`src/sv/gain_droop_recovery_tracker_defines.svh`:
```
// Assertion macros shared by the gain droop and recovery tracker RTL.
`ifndef GAIN_DROOP_RECOVERY_TRACKER_DEFINES_SVH
`define GAIN_DROOP_RECOVERY_TRACKER_DEFINES_SVH

// The consequent must hold in the same cycle as the antecedent.
`define GDRT_ASSERT_IMP(name, pre, post, msg) \
    name: assert property (@(posedge clk) disable iff (!rst_n) (pre) |-> (post)) \
        else $error(msg);

// The consequent must hold in the cycle after the antecedent.
`define GDRT_ASSERT_NXT(name, pre, post, msg) \
    name: assert property (@(posedge clk) disable iff (!rst_n) (pre) |=> (post)) \
        else $error(msg);

`endif

```
`src/sv/gdrt_pkg.sv`:
```
// Types, constants and exponential tables of the gain droop and recovery tracker.
package gdrt_pkg;

    localparam int TIME_BITS   = 24;
    localparam int FRAC_BITS   = 24;
    localparam int RATE_BITS   = 24;
    localparam int Q_BITS      = 32;
    localparam int WHOLE_LIMIT = 16;
    localparam int WHOLE_BITS  = $clog2(WHOLE_LIMIT);
    localparam int X_BITS      = FRAC_BITS + WHOLE_BITS;
    localparam int OP_W        = Q_BITS + 1;
    localparam int PROD_W      = 2 * OP_W;
    localparam int GAIN_W      = FRAC_BITS + 1;
    localparam int CNT_W       = $clog2(FRAC_BITS + 1);

    localparam logic [RATE_BITS-1:0] RATE_RESET = RATE_BITS'(932068);
    localparam logic [GAIN_W-1:0]    ONE_GAIN   = GAIN_W'(1) << FRAC_BITS;
    localparam logic [OP_W-1:0]      ONE_Q32    = OP_W'(1) << Q_BITS;

    typedef logic [OP_W-1:0] q32_t;
    typedef q32_t whole_tab_t [WHOLE_LIMIT];
    typedef q32_t bit_tab_t [FRAC_BITS+1];

    typedef enum logic [1:0] {
        REQ_PULSE = 2'd0,
        REQ_QUERY = 2'd1,
        REQ_FILL  = 2'd2,
        REQ_NONE  = 2'd3
    } req_type_t;

    typedef enum logic [2:0] {
        ST_IDLE,
        ST_XMUL,
        ST_XLOAD,
        ST_EBIT,
        ST_DMUL,
        ST_DDONE,
        ST_PFIN,
        ST_RES
    } state_t;

    typedef enum logic [1:0] {
        RND_NONE,
        RND_HALF_Q32,
        RND_HALF_FRAC
    } rnd_t;

    typedef struct packed {
        logic en;
        rnd_t rnd;
        q32_t a;
        q32_t b;
    } mul_req_t;

    typedef struct packed {
        logic [1:0]           req_type;
        logic [TIME_BITS-1:0] event_time;
        logic [FRAC_BITS-1:0] drop_fraction;
    } item_t;

    typedef struct packed {
        logic [GAIN_W-1:0] gain_value;
        logic              order_error;
    } result_t;

    // exp(-2^-s) in Q0.32 from the alternating series summed in Q0.60.
    function automatic q32_t exp_neg_pow2(input int unsigned s);
        logic [63:0] term;
        logic [63:0] pos;
        logic [63:0] neg;
        logic [63:0] v;
        term = 64'd1 << 60;
        pos  = term;
        neg  = 64'd0;
        for (int unsigned n = 1; n < 40; n++)
        begin
            term = (term >> s) / 64'(n);
            if (n[0])
            begin
                neg = neg + term;
            end
            else
            begin
                pos = pos + term;
            end
        end
        v = (pos - neg + (64'd1 << 27)) >> 28;
        if (v >= (64'd1 << Q_BITS))
        begin
            v = (64'd1 << Q_BITS) - 64'd1;
        end
        return v[OP_W-1:0];
    endfunction

    function automatic whole_tab_t build_whole();
        whole_tab_t  tab;
        logic [63:0] p;
        tab[0] = ONE_Q32;
        tab[1] = exp_neg_pow2(0);
        for (int k = 2; k < WHOLE_LIMIT; k++)
        begin
            p      = 64'(tab[k-1]) * 64'(tab[1]) + (64'd1 << 31);
            tab[k] = OP_W'(p >> Q_BITS);
        end
        return tab;
    endfunction

    function automatic bit_tab_t build_bits();
        bit_tab_t tab;
        tab[0] = ONE_Q32;
        for (int k = 1; k <= FRAC_BITS; k++)
        begin
            tab[k] = exp_neg_pow2(k);
        end
        return tab;
    endfunction

    localparam whole_tab_t WHOLE_TAB = build_whole();
    localparam bit_tab_t   BIT_TAB   = build_bits();

endpackage

```
`src/sv/gdrt_mul.sv`:
```
// Shared multiply unit with rounding offset and a registered product.
module gdrt_mul
(
    input  logic                          clk,
    input  gdrt_pkg::mul_req_t            req,
    output logic [gdrt_pkg::PROD_W-1:0]   prod
);

    logic [gdrt_pkg::PROD_W-1:0] prod_reg;
    logic [gdrt_pkg::PROD_W-1:0] prod_next;
    logic [gdrt_pkg::PROD_W-1:0] rnd_const;

    always_comb
    begin
        case (req.rnd)
            gdrt_pkg::RND_HALF_Q32:  rnd_const = gdrt_pkg::PROD_W'(1) << (gdrt_pkg::Q_BITS - 1);
            gdrt_pkg::RND_HALF_FRAC: rnd_const = gdrt_pkg::PROD_W'(1) << (gdrt_pkg::FRAC_BITS - 1);
            default:                 rnd_const = '0;
        endcase
    end

    assign prod_next = gdrt_pkg::PROD_W'(req.a) * gdrt_pkg::PROD_W'(req.b) + rnd_const;

    always_ff @(posedge clk)
    begin
        if (req.en)
        begin
            prod_reg <= prod_next;
        end
    end

    assign prod = prod_reg;

endmodule

```
`src/sv/gain_droop_recovery_tracker.sv`:
```
// Top level of the gain droop and recovery tracker.
//
// Requests arrive on the item channel (valid and stall) and carry a type, a time stamp
// and a drop fraction. A pulse lets the stored deficit decay since the last pulse and
// then applies its drop; a query returns the gain at its time on the result channel;
// a fill start returns the tracker to a gain of exactly one.
// The recovery rate is written through the cfg channel while the block is idle.
// One request is worked on at a time, and item_stall is high until it is finished.
// A fill start, an ignored type or the first pulse after a fill causes no stall.
// An out-of-order request or a query before any pulse goes from idle straight to the
// result state, so its result is loaded without the multiplier.
// Any other request runs through one shared multiplier: the exponent, the table load,
// one step for each of the 24 fraction bits of the exponent, the deficit product and,
// for a pulse, the drop product. The bit steps are skipped when the exponent is 16 or
// more, and item_stall stays high until the request is finished. The result sits in an
// output register and is held while result_stall is high; a request whose result is
// ready while that register is still full keeps item_stall high until the held result
// is taken. Reset clears the deficit, the last pulse time and the pulse flag and loads
// the default recovery rate.
`include "gain_droop_recovery_tracker_defines.svh"

module gain_droop_recovery_tracker
(
    input  logic                              clk,
    input  logic                              rst_n,
    input  logic                              item_valid,
    output logic                              item_stall,
    input  gdrt_pkg::item_t                   item,
    output logic                              result_valid,
    input  logic                              result_stall,
    output gdrt_pkg::result_t                 result,
    input  logic                              cfg_valid,
    output logic                              cfg_ready,
    input  logic [gdrt_pkg::RATE_BITS-1:0]    cfg_data
);

    localparam int TB = gdrt_pkg::TIME_BITS;
    localparam int FB = gdrt_pkg::FRAC_BITS;

    gdrt_pkg::state_t                 state_reg,     state_next;
    logic [gdrt_pkg::RATE_BITS-1:0]   rate_reg;
    logic [FB-1:0]                    deficit_reg,   deficit_next;
    logic [TB-1:0]                    last_time_reg, last_time_next;
    logic                             seen_reg,      seen_next;
    logic                             res_valid_reg, res_valid_next;
    gdrt_pkg::result_t                res_reg,       res_next;

    logic                             query_reg,     query_next;
    logic [FB-1:0]                    drop_reg,      drop_next;
    logic [TB-1:0]                    time_reg,      time_next;
    logic [TB-1:0]                    dt_reg,        dt_next;
    logic [FB-1:0]                    frac_reg,      frac_next;
    logic                             zero_reg,      zero_next;
    logic [gdrt_pkg::CNT_W-1:0]       cnt_reg,       cnt_next;
    logic [FB-1:0]                    de_reg,        de_next;
    logic [gdrt_pkg::GAIN_W-1:0]      pend_gain_reg, pend_gain_next;
    logic                             pend_err_reg,  pend_err_next;

    gdrt_pkg::mul_req_t               mul_req;
    logic [gdrt_pkg::PROD_W-1:0]      prod;

    logic                             accept;
    logic                             t_early;
    logic                             big_x;
    logic                             res_free;
    logic [gdrt_pkg::OP_W-1:0]        r_val;
    logic [FB-1:0]                    de_val;
    logic [FB-1:0]                    dd_term;
    logic [FB+1:0]                    nd_sum;

    gdrt_mul u_mul
    (
        .clk  (clk),
        .req  (mul_req),
        .prod (prod)
    );

    assign item_stall   = (state_reg != gdrt_pkg::ST_IDLE);
    assign cfg_ready    = (state_reg == gdrt_pkg::ST_IDLE);
    assign accept       = item_valid && !item_stall;
    assign t_early      = (item.event_time < last_time_reg);
    assign big_x        = |prod[gdrt_pkg::PROD_W-1:gdrt_pkg::X_BITS];
    assign res_free     = !res_valid_reg || !result_stall;
    assign r_val        = prod[gdrt_pkg::Q_BITS +: gdrt_pkg::OP_W];
    assign de_val       = prod[gdrt_pkg::Q_BITS +: FB];
    assign dd_term      = prod[FB +: FB];
    assign nd_sum       = {2'b00, de_reg} + {2'b00, drop_reg} - {2'b00, dd_term};
    assign result_valid = res_valid_reg;
    assign result       = res_reg;

    always_comb
    begin
        state_next = state_reg;
        case (state_reg)
            gdrt_pkg::ST_IDLE:
            begin
                if (accept && (item.req_type == gdrt_pkg::REQ_PULSE ||
                               item.req_type == gdrt_pkg::REQ_QUERY))
                begin
                    if (t_early || (!seen_reg && item.req_type == gdrt_pkg::REQ_QUERY))
                    begin
                        state_next = gdrt_pkg::ST_RES;
                    end
                    else if (seen_reg)
                    begin
                        state_next = gdrt_pkg::ST_XMUL;
                    end
                end
            end
            gdrt_pkg::ST_XMUL:  state_next = gdrt_pkg::ST_XLOAD;
            gdrt_pkg::ST_XLOAD: state_next = big_x ? gdrt_pkg::ST_DMUL : gdrt_pkg::ST_EBIT;
            gdrt_pkg::ST_EBIT:
            begin
                if (cnt_reg == gdrt_pkg::CNT_W'(FB))
                begin
                    state_next = gdrt_pkg::ST_DMUL;
                end
            end
            gdrt_pkg::ST_DMUL:  state_next = gdrt_pkg::ST_DDONE;
            gdrt_pkg::ST_DDONE: state_next = query_reg ? gdrt_pkg::ST_RES : gdrt_pkg::ST_PFIN;
            gdrt_pkg::ST_PFIN:  state_next = gdrt_pkg::ST_IDLE;
            gdrt_pkg::ST_RES:
            begin
                if (res_free)
                begin
                    state_next = gdrt_pkg::ST_IDLE;
                end
            end
            default:            state_next = gdrt_pkg::ST_IDLE;
        endcase
    end

    always_comb
    begin
        deficit_next   = deficit_reg;
        last_time_next = last_time_reg;
        seen_next      = seen_reg;
        query_next     = query_reg;
        drop_next      = drop_reg;
        time_next      = time_reg;
        dt_next        = dt_reg;
        frac_next      = frac_reg;
        zero_next      = zero_reg;
        cnt_next       = cnt_reg;
        de_next        = de_reg;
        pend_gain_next = pend_gain_reg;
        pend_err_next  = pend_err_reg;
        res_next       = res_reg;
        res_valid_next = res_valid_reg && result_stall;
        mul_req.en     = 1'b0;
        mul_req.rnd    = gdrt_pkg::RND_NONE;
        mul_req.a      = '0;
        mul_req.b      = '0;

        case (state_reg)
            gdrt_pkg::ST_IDLE:
            begin
                if (accept)
                begin
                    query_next = (item.req_type == gdrt_pkg::REQ_QUERY);
                    drop_next  = item.drop_fraction;
                    time_next  = item.event_time;
                    dt_next    = item.event_time - last_time_reg;
                    case (item.req_type)
                        gdrt_pkg::REQ_FILL:
                        begin
                            deficit_next   = '0;
                            last_time_next = '0;
                            seen_next      = 1'b0;
                        end
                        gdrt_pkg::REQ_PULSE, gdrt_pkg::REQ_QUERY:
                        begin
                            if (t_early)
                            begin
                                pend_gain_next = '0;
                                pend_err_next  = 1'b1;
                            end
                            else if (!seen_reg)
                            begin
                                pend_gain_next = gdrt_pkg::ONE_GAIN;
                                pend_err_next  = 1'b0;
                                if (item.req_type == gdrt_pkg::REQ_PULSE)
                                begin
                                    deficit_next   = item.drop_fraction;
                                    last_time_next = item.event_time;
                                    seen_next      = 1'b1;
                                end
                            end
                        end
                        default:
                        begin
                        end
                    endcase
                end
            end
            gdrt_pkg::ST_XMUL:
            begin
                mul_req.en = 1'b1;
                mul_req.a  = gdrt_pkg::OP_W'(dt_reg);
                mul_req.b  = gdrt_pkg::OP_W'(rate_reg);
            end
            gdrt_pkg::ST_XLOAD:
            begin
                zero_next  = big_x;
                frac_next  = prod[FB-1:0];
                cnt_next   = gdrt_pkg::CNT_W'(1);
                mul_req.en = 1'b1;
                mul_req.a  = gdrt_pkg::WHOLE_TAB[prod[gdrt_pkg::X_BITS-1:FB]];
                mul_req.b  = gdrt_pkg::ONE_Q32;
            end
            gdrt_pkg::ST_EBIT:
            begin
                frac_next = frac_reg << 1;
                cnt_next  = cnt_reg + gdrt_pkg::CNT_W'(1);
                if (frac_reg[FB-1])
                begin
                    mul_req.en  = 1'b1;
                    mul_req.rnd = gdrt_pkg::RND_HALF_Q32;
                    mul_req.a   = r_val;
                    mul_req.b   = gdrt_pkg::BIT_TAB[cnt_reg];
                end
            end
            gdrt_pkg::ST_DMUL:
            begin
                mul_req.en  = 1'b1;
                mul_req.rnd = gdrt_pkg::RND_HALF_Q32;
                mul_req.a   = gdrt_pkg::OP_W'(deficit_reg);
                mul_req.b   = zero_reg ? '0 : r_val;
            end
            gdrt_pkg::ST_DDONE:
            begin
                de_next = de_val;
                if (query_reg)
                begin
                    pend_gain_next = gdrt_pkg::ONE_GAIN - gdrt_pkg::GAIN_W'(de_val);
                    pend_err_next  = 1'b0;
                end
                else
                begin
                    mul_req.en  = 1'b1;
                    mul_req.rnd = gdrt_pkg::RND_HALF_FRAC;
                    mul_req.a   = gdrt_pkg::OP_W'(de_val);
                    mul_req.b   = gdrt_pkg::OP_W'(drop_reg);
                end
            end
            gdrt_pkg::ST_PFIN:
            begin
                deficit_next   = (nd_sum[FB+1:FB] != 2'b00) ? '1 : nd_sum[FB-1:0];
                last_time_next = time_reg;
                seen_next      = 1'b1;
            end
            gdrt_pkg::ST_RES:
            begin
                if (res_free)
                begin
                    res_next.gain_value  = pend_gain_reg;
                    res_next.order_error = pend_err_reg;
                    res_valid_next       = 1'b1;
                end
            end
            default:
            begin
            end
        endcase
    end

    always_ff @(posedge clk or negedge rst_n)
    begin
        if (!rst_n)
        begin
            state_reg     <= gdrt_pkg::ST_IDLE;
            rate_reg      <= gdrt_pkg::RATE_RESET;
            deficit_reg   <= '0;
            last_time_reg <= '0;
            seen_reg      <= 1'b0;
            res_valid_reg <= 1'b0;
        end
        else
        begin
            state_reg     <= state_next;
            deficit_reg   <= deficit_next;
            last_time_reg <= last_time_next;
            seen_reg      <= seen_next;
            res_valid_reg <= res_valid_next;
            if (cfg_valid && cfg_ready)
            begin
                rate_reg <= cfg_data;
            end
        end
    end

    always_ff @(posedge clk)
    begin
        query_reg     <= query_next;
        drop_reg      <= drop_next;
        time_reg      <= time_next;
        dt_reg        <= dt_next;
        frac_reg      <= frac_next;
        zero_reg      <= zero_next;
        cnt_reg       <= cnt_next;
        de_reg        <= de_next;
        pend_gain_reg <= pend_gain_next;
        pend_err_reg  <= pend_err_next;
        res_reg       <= res_next;
    end

    `GDRT_ASSERT_NXT(a_fill_clears, accept && item.req_type == gdrt_pkg::REQ_FILL, deficit_reg == '0 && last_time_reg == '0 && !seen_reg, "A fill start did not clear the tracker state.")
    `GDRT_ASSERT_IMP(a_gain_max, result_valid, result.gain_value <= gdrt_pkg::ONE_GAIN, "A result gain exceeds one.")
    `GDRT_ASSERT_IMP(a_error_gain, result_valid && result.order_error, result.gain_value == '0, "An order error result carries a nonzero gain.")
    `GDRT_ASSERT_IMP(a_mul_busy, mul_req.en, state_reg != gdrt_pkg::ST_IDLE && state_reg != gdrt_pkg::ST_RES, "The multiplier was started outside a computation.")

endmodule

```
`config.mk`:
```
export PLATFORM = sky130hd
export DESIGN_NAME = gain_droop_recovery_tracker
export DESIGN_NICKNAME = d
export VERILOG_FILES = /design/src/sv/gdrt_pkg.sv /design/src/sv/gdrt_mul.sv /design/src/sv/gain_droop_recovery_tracker.sv
export VERILOG_INCLUDE_DIRS = /design/src /design/src/sv
export SDC_FILE = /design/constraint.sdc
export NUM_CORES = 2
export LEC_CHECK = 0
export ABC_AREA = 0
export BUFFER_PORTS_ARGS = -buffer_cell sky130_fd_sc_hd__buf_2
export CORE_MARGIN = 2
export CORE_UTILIZATION = 39
export CTS_CLUSTER_SIZE = 16
export DETAILED_ROUTE_END_ITERATION = 10
export GPL_ROUTABILITY_DRIVEN = 0
export SLEW_MARGIN = 0
export SYNTH_ARGS = -nofsm -noshare
export SYNTH_HDL_FRONTEND = slang
export SYNTH_SLANG_ARGS = --single-unit
```
`constraint.sdc`:
```
create_clock -name clk -period 8.8 [get_ports clk]
set_input_delay 1.32 -clock clk [delete_from_list [all_inputs] [get_ports clk]]
set_output_delay 1.32 -clock clk [all_outputs]
set_load 0.02 [all_outputs]
```
# [After elaboration in Yosys (flattened, before gate mapping)]
# Memories as Yosys holds them, arrays and structs flattened.
# Cells that the tools add are included.
[word_totals] word_cells=139 ff_bits=322 n_memories=2 input_bits=79 rom_bits=1584
[mem_list] memory="(no name shown)" depth=32 width=33 rd=1 rd_clocked_by_memory_dff=0 wr=0 line="gain_droop_recovery_tracker.sv:220" rtl="mul_req.b = gdrt_pkg::BIT_TAB[cnt_reg];"
[mem_list] memory="(no name shown)" depth=16 width=33 rd=1 rd_clocked_by_memory_dff=0 wr=0 line="gain_droop_recovery_tracker.sv:208" rtl="mul_req.a = gdrt_pkg::WHOLE_TAB[prod[gdrt_pkg::X_BITS-1:FB]];"
[op_classes] n_mux=54 n_reduce_logical=28 magnitude_cmp=3 eq_ne=24 add_sub_neg=6 bitwise_logic=2 n_mul=1
[ops] cell="$pmux 66 s5" n=1
[ops] cell="$pmux 24 s2" n=5
[ops] cell="$mux 24" n=9
[ops] cell="$mux 33" n=5
[ops] cell="$mux 69" n=2
[ops] cell="$mux 25" n=5
[ops] cell="$add 66x32->66" n=1
[ops] cell="$mul 33x33->66" n=1
[ops] cell="$pmux 32 s2" n=1
[ops] cell="$pmux 25 s2" n=1
[ops] cell="$reduce_or 38->1" n=1
[ops] cell="$sub 25x24->26" n=1
[ops] cell="$add 24x24->25" n=1
[ops] cell="$sub 25x24->25 const A" n=1
[ops] cell="$lt 24x24->1" n=1
[ops] cell="$pmux 3 s8" n=1
[ops] cell="$sub 24x24->24" n=1
[ops] cell="$mux 3" n=6
[ops] cell="$eq 3x3->1 const B" n=4
[ops] cell="$mux 1" n=12
[ops] cell="$pmux 5 s2" n=1
[ops] cell="$ne 3x3->1 const B" n=3
[ops] cell="$reduce_and 4->1" n=2
[ops] cell="$reduce_bool 2->1" n=4
[ops] cell="other kinds (28)" n=48

# [Logic depth before layout (Yosys ltp)]
[logic_depth] word_depth=9 ltp_mapped=38 mapped_depth_nobuf=34

# [Hierarchy]
# From an unflattened synthesis, not the netlist that was laid out.
[unflattened] hier_cells=5546 hier_area_um2=52835.7
[by_module_without_submodules] module="gdrt_mul" seq_area_each_um2=1981.9 area_each_um2=37403.4 cells_each=4020 instances=1
[by_module_without_submodules] module="gain_droop_recovery_tracker" seq_area_each_um2=7314.5 area_each_um2=15432.3 cells_each=1526 instances=1

# [Worst setup path after synthesis]
# Ideal clock, no wire load.
[synth_timing] path_type="reg-to-reg" from="reg cnt_reg[2] (netlist bit)" to="reg u_mul.prod_reg, in the netlist u_mul.prod[59], data pin" t_required_ns=8.593 path_stages_with_launch=36 slack_ns=-0.149 t_arrival_ns=8.742 path_cell_list="edfxtp_1 > clkbuf_1 > clkinv_1 > ha_1 > nand2b_1 > o21ai_0 > a21o_1 > and4_1 > clkbuf_1 > clkbuf_1 > nor2_1 > fa_1 > inv_1 > fa_1 > fa_1 > inv_1 > fa_1 > inv_1 > fa_1 > inv_1 > fa_1 > fa_1 > inv_1 > fa_1 > inv_1 > ha_1 > buf_6 > and3_4 > nand4_1 > or2_1 > a2111oi_0 > o21ai_1 > a21oi_1 > nand2_1 > mux2i_1 > a2111oi_0"
[synth_between] elab_chain_len=8
[synth_rtl] item="start: declaration" line="gain_droop_recovery_tracker.sv:54" rtl="logic [gdrt_pkg::CNT_W-1:0] cnt_reg, cnt_next;"
[synth_rtl] item="start signal: assignment" line="gain_droop_recovery_tracker.sv:300" rtl="cnt_reg <= cnt_next;"
[synth_rtl] item="$not 5->6 (not written as such)" line="gain_droop_recovery_tracker.sv:220"
[synth_rtl] item="$mem_v2 32x33"
[synth_rtl] item="$mux 33 (not written as such) (2 in series)" line="gain_droop_recovery_tracker.sv:220"
[synth_rtl] item="$mux 69" line="gain_droop_recovery_tracker.sv:215" rtl="if (frac_reg[FB-1])"
[synth_rtl] item="$pmux 66 s5" line="gain_droop_recovery_tracker.sv:155" rtl="case (state_reg)"
[synth_rtl] item="$mul 33x33->66" line="gdrt_mul.sv:22" rtl="assign prod_next = gdrt_pkg::PROD_W'(req.a) * gdrt_pkg::PROD_W'(req.b) + rnd_const;"
[synth_rtl] item="$add 66x32->66" line="gdrt_mul.sv:22"
[synth_rtl] item="via u_mul.prod_next, one bit" line="gdrt_mul.sv:10" rtl="logic [gdrt_pkg::PROD_W-1:0] prod_next;"
[synth_rtl] item="end signal: assignment" line="gdrt_mul.sv:28" rtl="prod_reg <= prod_next;"
[synth_rtl] item="end: declaration" line="gdrt_mul.sv:9" rtl="logic [gdrt_pkg::PROD_W-1:0] prod_reg;"
# The timed path passes the listed nets, and every way through them passes these cells. The select of a mux whose other input is x is not followed.
# A chain may end at the register's enable or synchronous reset.

# [Worst setup path in the final report]
[layout_timing] from="reg cnt_reg[1] (netlist bit)" to="reg u_mul.prod_reg, in the netlist u_mul.prod[58], data pin"
# The elaborated chain is that of the path after synthesis.

==> flow_summary.json <==
{
  "synth_enable_flop_cells": 245,
  "antenna_found_initial": 11,
  "fill_cells": 12674,
  "die_h_um": 372,
  "worstMarginPinSlew_ns": 1.09,
  "numPortBuffers": 107,
  "area_delta_synth_final_pct": 21.0,
  "r2r_end": "u_mul.prod[58]$_DFFE_PP_",
  "syn_area_mm2": 0.0529,
  "path_max_fanout": 5,
  "cts_made_buffers": 30,
  "required_ns": 9.16,
  "num_vias": 43975,
  "cts_sinks": 322,
  "clk_pin_slew_worst_paths_ns": 0.07,
  "synth_nets": 7181,
  "slowest_delay_ns": 0.56,
  "outcome": "finished with violations",
  "r2r_setup_slack_ns": -0.28,
  "endpoint_kind": "register",
  "start_kind": "register",
  "drv_cap": 0,
  "slew_headroom": 0.269,
  "ys_ff_latch": 322,
  "route.detailed.drc": 0,
  "critPathTopFamily": "adder cells",
  "netlist_instances": 5749,
  "drv_slew": 0,
  "grtUsageTotal": 0.270,
  "postLayoutCoreUtil": 0.474,
  "worst-setup-path-type": "reg -> reg",
  "synth_area_leaders": "fa_1, edfxtp_1, ha_1",
  "rows": 135,
  "async_flop_share": 0.239,
  "wl_um": 187000,
  "largest_reg_flops": 66,
  "drt_iter0_drc": 4488,
  "fin_nets": 7839,
  "clock_latency_ns": 0.61,
  "dp_hpwl_um": 157000,
  "grt_pass1_wl_um": 278000,
  "first_pass_iters": 5,
  "die_x_um": 372,
  "arrival_ns": 9.44,
  "cts-root-buf": "clkbuf_16",
  "fin_ws_ns": -0.280,
  "critPathSlowestCell": "fa_1",
  "min_period_ns": 9.08,
  "cp-endpoint": "u_mul.prod[58]$_DFFE_PP_",
  "grt_overflow": 0,
  "yosysUniqueCellTypes": 100,
  "grt_pass1_vias": 45374,
  "rsz0062_at_grt": "true",
  "clk_path_buf_depth": 3,
  "synth_top_area_cell": "fa_1",
  "num_io_pins": 108,
  "hold_path_class": "reg -> reg",
  "min_path_cells": 0,
  "initial_core_util": 0.392,
  "grt_max_degree": 74,
  "yosysSeqAreaShare": 0.176,
  "drive_above_1_share": 0.202,
  "synth-main-ff-cell": "edfxtp_1",
  "drtAntennaViolNets": 0,
  "timing_hold_violations_final": 0,
  "path_buf_inv": 16,
  "cts_max_level": 1,
  "cts_tree": "done",
  "setup_viol": 23,
  "reg2reg_depth": 40,
  "fin_crit_sh": 1.03,
  "core_mm2": 0.135,
  "detail_route.wl_per_cell_um": 22.7,
  "crit_path_frequent_cell": "fa_1",
  "finClkSkew_ns": 0.0298,
  "viasPerCell": 5.35,
  "ys_warn_count": 0,
  "worstSetupStartpoint": "cnt_reg[1]$_SDFFCE_PN0P_",
  "max_freq_mhz": 110,
  "path_depth": 40,
  "violations": "negative setup slack",
  "r2r_start": "cnt_reg[1]$_SDFFCE_PN0P_",
  "avgSynthCellArea_um2": 9.20,
  "die_area_mm2": 0.139,
  "synth.top_cell.area_share": 0.373
}
timing repair:
action / in CTS / in global routing
gates cloned: 1 / 3
buffers inserted: 28 / 26
resized for setup: 198 / 103
setup endpoints to repair: 40 / 34
pin swaps: 81 / 45
hold buffers: 0 / 0
placed cells by master (no fill, tap or decap), types with 32 or more instances in the layout:
cell / netlist / routed
fa_1: 986 / 966
buf_4: 1 / 682
buf_2: 44 / 107
a21oi_1: 229 / 199
nor2_1: 675 / 661
xor2_1: 44 / 42
dfrtp_1: 67 / 65
buf_12: 0 / 90
xnor2_1: 77 / 73
a21o_1: 79 / 79
nand2_1: 794 / 786
nand4_1: 34 / 34
o21ai_0: 74 / 57
ha_1: 367 / 349
mux2_2: 47 / 47
buf_6: 5 / 36
inv_1: 1214 / 1191
and3_1: 40 / 37
clkbuf_16: 0 / 32
edfxtp_1: 245 / 245
final cells by class:
cell class                 count  area, µm²  area share
sequential                   322       9300       0.145
antenna                        3       7.51    0.000117
timing repair buffer         921       7990       0.125
clock buffer                  38        831      0.0130
tap                         1781       2230      0.0348
clock inverter                18        183     0.00285
multi-input combinational   3911      38900       0.608
inverter                    1221       4580      0.0716
worst reg2reg max path, delay by kind of cell, from the launching register on:
| family | cells | cell delay [ns] |
|---|---|---|
| AND/OR/NAND/NOR | 5 | 0.70 |
| adder cells (fa/ha/maj) | 10 | 4.27 |
| buffers and inverters | 16 | 1.79 |
| flip-flops | 1 | 0.48 |
| XOR/XNOR | 1 | 0.14 |
| AO/OA/AOI/OAI | 8 | 1.48 |
per-stage QoR:
| step | hold WS [ns] | TNS, ns | cells | worst slack, ns | area (µm²) |
|---|---|---|---|---|---|
| CTS | 0.421 | -0.292 | 8183 | -0.115 | 63300 |
| global placement | 0.404 | -20.42 | 8098 | -0.904 | 61200 |
| finish | 0.418 | -3.29 | 8215 | -0.280 | 64000 |
| floorplan | 0.400 | 0 | 5749 | 0.00990 | 52900 |
| global route | 0.426 | -8.46 | 8213 | -0.450 | 64000 |
| detailed placement | 0.405 | -22.66 | 8098 | -1.03 | 61200 |
worst min path at each step:
stage | endpoint | slack [ns] | startpoint
global placement | result[24]$_DFFE_PP_ | 0.40 | pend_gain_reg[23]$_SDFFCE_PP0P_
detailed placement | result[3]$_DFFE_PP_ | 0.41 | pend_gain_reg[2]$_SDFFCE_PP0P_
finish | result[3]$_DFFE_PP_ | 0.42 | pend_gain_reg[2]$_SDFFCE_PP0P_
floorplan | result[0]$_DFFE_PP_ | 0.40 | pend_err_reg$_SDFFCE_PN0P_
global route | result[0]$_DFFE_PP_ | 0.43 | pend_err_reg$_SDFFCE_PN0P_
CTS | result[6]$_DFFE_PP_ | 0.42 | pend_gain_reg[5]$_SDFFCE_PP0P_
metal layers:
layer,up-vias,part of all wire,track usage
li1,19045,-,-
met1,22321,0.40,0.360
met2,2150,0.45,0.423
met3,455,0.094,0.0527
met4,4,0.059,0.128
met5,-,0.00015,0
cell usage after synthesis (all sizes together), types with 23 or more instances:
cell and instances:
a21o 83, inv 1218, o21ai 88, nand4 34, ha 367, a21oi 230, o221a 24, dfrtp 67
nor2b 23, and3 43, nand3 34, a22oi 28, and2 31, fa 986, xnor2 77, nor3 30
clkbuf 232, nor2 675, nand2 795, buf 61, edfxtp 245, xor2 44, mux2 47
cell families (layout without fill, tap and decap cells):
group	count (synthesis)	in the layout	synth area share
compound gates	651	651	0.0866
flops	322	322	0.176
other cells	0	3	0
fa+ha+maj	1353	1353	0.460
simple gates	1734	1734	0.136
mux	52	52	0.0110
buf+inv	1516	2198	0.111
xor+xnor	121	121	0.0200
Power is left out: the tool's default activity adds up to more than one toggle a clock period on the data nets, which glitch-free logic cannot reach.
